### src/lmc_mul.sv
`timescale 1ns / 1ps
// Shared 33 x 32 unsigned multiplier with a registered product.
// Depends on nothing.
module lmc_mul (
  input  logic        clk,
  input  logic [32:0] a,
  input  logic [31:0] b,
  output logic [64:0] prod_r
);

  always_ff @(posedge clk) begin
    prod_r <= a * b;
  end

endmodule

### config.mk
export PLATFORM = sky130hd
export DESIGN_NAME = lmc_mul
export DESIGN_NICKNAME = d
export VERILOG_FILES = /design/src/lmc_mul.sv
export SDC_FILE = /design/constraint.sdc
export NUM_CORES = 2
export LEC_CHECK = 0
export ABC_AREA = 0
export BUFFER_PORTS_ARGS = -buffer_cell sky130_fd_sc_hd__buf_2
export CORE_ASPECT_RATIO = 0.8
export CORE_UTILIZATION = 40
export DETAILED_ROUTE_END_ITERATION = 16
export HOLD_SLACK_MARGIN = 0.02
export SLEW_MARGIN = 30
export SYNTH_ARGS = -nofsm -noshare
export SYNTH_HDL_FRONTEND = slang
export SYNTH_SLANG_ARGS = --single-unit
### constraint.sdc
create_clock -name clk -period 11.9 [get_ports clk]
set_input_delay 2.38 -clock clk [delete_from_list [all_inputs] [get_ports clk]]
set_output_delay 2.38 -clock clk [all_outputs]
set_load 0.005 [all_outputs]
# Word level (Yosys, flattened, before mapping)
# Index checks and enable logic that the tools add are counted.
[word_totals] output_inout_bits=65 reg_bits=65 word_cells=2 in_bits=66
[op_classes] n_mul=1
[ops] op="$mul 33x32->65" count=1

# Depth between registers and ports, before layout
[logic_depth] depth_word=1 ltp_mapped=27

# Worst setup path before layout
# No wires, ideal clock.
[synth_path] path_type="input port to flip-flop" start="input port a[28]" end="register prod_r[61]" path_buffers=2 cell_stages=26 setup_slack_ns=2.874 required_ns=11.762 arrival_ns=8.888 cell_sequence="clkbuf_1 > nand2_1 > fa_1 > inv_1 > fa_1 > fa_1 > inv_1 > fa_1 > inv_1 > fa_1 > fa_1 > fa_1 > inv_1 > fa_1 > inv_1 > ha_1 > clkbuf_1 > and4_1 > nand2b_1 > a2bb2oi_1 > o21ai_0 > a211oi_2 > o31ai_4 > a41o_1 > nor4b_1 > a311oi_1"
[synth_via] elab_chain_cells=1
[synth_rtl] element="start, declared" line_no="6" source="input logic [32:0] a,"
[synth_rtl] element="$mul 33x32->65" line_no="12" source="prod_r <= a * b;"
[synth_rtl] element="end signal, assigned" line_no="12"
[synth_rtl] element="end, declared" line_no="8" source="output logic [64:0] prod_r"
# Every way passes these cells.

# Final worst setup path
[layout_path] start="input port b[24]" end="register prod_r[58]"
[layout_via] elab_chain_cells=1
[layout_rtl] element="start, declared" line_no="7" source="input logic [31:0] b,"
[layout_rtl] element="$mul 33x32->65" line_no="12"
# Every way passes these cells.

==> run summary <==
Yosys cell types = 67
routed wire length = 102000 um
top post-synthesis cells by area = fa_1 52%, inv_1 9.8%, ha_1 9.3%
routability cong. = 0.910
Die Y = 269 um
largest reg by FF count = prod_r
CP Cell Sequence = buf_2 > buf_4 > nand2_1 > fa_1 > inv_1 > fa_1 > fa_1 > fa_1 > fa_1 > fa_1 > fa_1 > inv_1 > fa_1 > inv_1 > ha_1 > nand2_1 > nor2_1 > nand2_1 > or3_1 > a31oi_1 > o311a_1 > nor4b_1 > a311oi_1
Fmax = 100 MHz
clock slew at reported path FFs = 0.06 ns
Final Hold Fails = 0
DR iter-0 viols = 2068
Overall Global Routing Usage = 24.1%
hpwl dp = 85000 um
Ys Warns = 0
# DRC = 0
fill cell count = 8686
Min Clock Period, post-route = 9.96 ns
Hold Buf Count CTS = 0
Mapped Area = 35600 um2
CTS root buf = clkbuf_16
Area Growth Syn to Fin = 4.84%
most used cell, CP = fa_1
vias = 25.4k
vias per inst = 5.02
die area = 90100 um2
period utilisation layout = 83.7%
Synth Instances = 3929
Ports = 131
area share of the largest cell type after synthesis = 52.1%
Max Slew Vio Count = 0
Max-slew headroom = 41.8%
post-route ant nets = 0
CP top delay family = adder cells
CP Launch Type = primary input
worst setup margin = 1.94 ns
clk sinks = 65
Slowest cell on crit path = fa_1
Post-CTS Setup Inserts = 0
data arrival time of the critical path = 10.24 ns
CTS tree = done
H-tree depth = 3
Max Root-Sink Buffers = 2
syn avg cell area = 9.05 um2
Congestion Overflow GR = 0
pre-CTS setup slack = 1.64 ns
initial antenna violation count = 11
top_reg_cell synth = dfxtp_1
largest net degree at the start of global routing = 34
post-synthesis sequential area ratio = 3.66%
hold crit path type = in2reg
most common cell after layout, fill and taps aside = inv_1
CTS buffer count = 9
layout cells sized above 1 = 4.59%
final setup fails = 0
Worst Path Max Fanout = 20
vias in the first global route = 26.6k
Nets = 5125
first-pass GRT wire length = 164000 um
Critical path buffers and inverters = 5
max_cap viols = 0
DR pass1 iterations = 6
Initial Util = 40.5%
CP Capture Type = flop
Largest register FFs = 65
Die Span X = 335 um
EDFF count, synth = 0
unrepaired setup endpoints after global routing = false
commonest non-fill, non-tap cells in the layout = 930 x inv_1, 926 x fa_1, 632 x nand2_1, 488 x and2_1, 264 x ha_1
Routed wire per std cell = 20.2 um
buffers added on ports = 130
# rows = 97
Largest regs = prod_r: 65 flops
CTS resizes = 0
asr flop ratio synth = 0%
setup TNS = 0 ns
Net Count, Synth = 5185
Slew @ Worst Pin = 0.869 ns
post-synth top area cell = fa_1
CP Class = in2reg
floorplan core area = 87700 um2
Crit path largest cell delay = 0.69 ns
Required @ worst endpoint = 12.18 ns
status = completed
flops & latches, synth = 65
[synthesized netlist by cell type (3+ instances only)]
cell type,n
nor2b_1,6
and2_1,488
nand4_1,13
clkbuf_1,213
nor2_1,37
or3_1,3
dfxtp_1,65
a211oi_1,7
inv_1,930
o21ai_0,33
a31oi_1,8
nand2_1,632
fa_1,926
nor3_1,12
o21a_1,3
o31ai_1,5
o21bai_1,18
buf_2,4
nor4b_1,3
ha_1,264
and3_1,9
o211ai_1,4
a221o_1,3
a311oi_1,4
a21oi_1,79
a21boi_0,3
nor4_1,4
xor2_1,23
a211o_1,3
nand3_1,20
o21ai_1,3
a21o_1,26
nand2b_1,4
xnor2_1,33
[final timing paths]
kind  startpoint            endpoint  slack (ns)  depth (start not counted)
max        b[24]  prod_r[58]$_DFF_P_        1.94                         23
min         b[0]   prod_r[0]$_DFF_P_        2.67                          2
[per-stage QoR]
| stage | utilization [%] | hold WS, ns | cells | cell area [um2] |
|---|---|---|---|---|
| after floorplan | - | 2.51 | 3929 | 35600 |
| after global placement | 42.2 | 2.76 | 5046 | 37000 |
| after detailed placement | 42.2 | 2.76 | 5046 | 37000 |
| after CTS | 42.5 | 2.65 | 5062 | 37300 |
| after global routing | 42.5 | 2.68 | 5066 | 37300 |
| final | 42.5 | 2.67 | 5066 | 37300 |
[logic make-up (layout without fill, tap and decap cells)]
kind of cell,Yosys count,count (layout),share of synthesized area [%]
and+or+nand+nor,1246,1246,17.2
xor gates and xnor gates,56,56,1.38
DFF,65,65,3.66
muxes,1,1,0.0317
adders and majority gates,1190,1190,61.4
AOI/OAI and AO/OA,224,224,4.17
buffers and inverters,1147,1092,12.1
other,0,4,0
[cell type report]
class | instances | area, um2 | area share (%)
Sequential cell | 65 | 1300 | 3.49
Multi-Input combinational cell | 2717 | 29900 | 80.3
Clock buffer | 11 | 243 | 0.651
Antenna cell | 4 | 10.0 | 0.0269
Timing Repair Buffer | 146 | 771 | 2.07
Tap cell | 1188 | 1490 | 3.99
Clock inverter | 5 | 31.3 | 0.0839
Inverter | 930 | 3490 | 9.37
[routing by layer]
metal,track usage (%),routed length (um)
met3,8.55,12200
met4,3.71,1270
met2,31.3,39400
met5,0,55
met1,38.0,49500
Power is not shown: default switching activity piles up to over one toggle a cycle in this logic, so the estimate is an artifact.
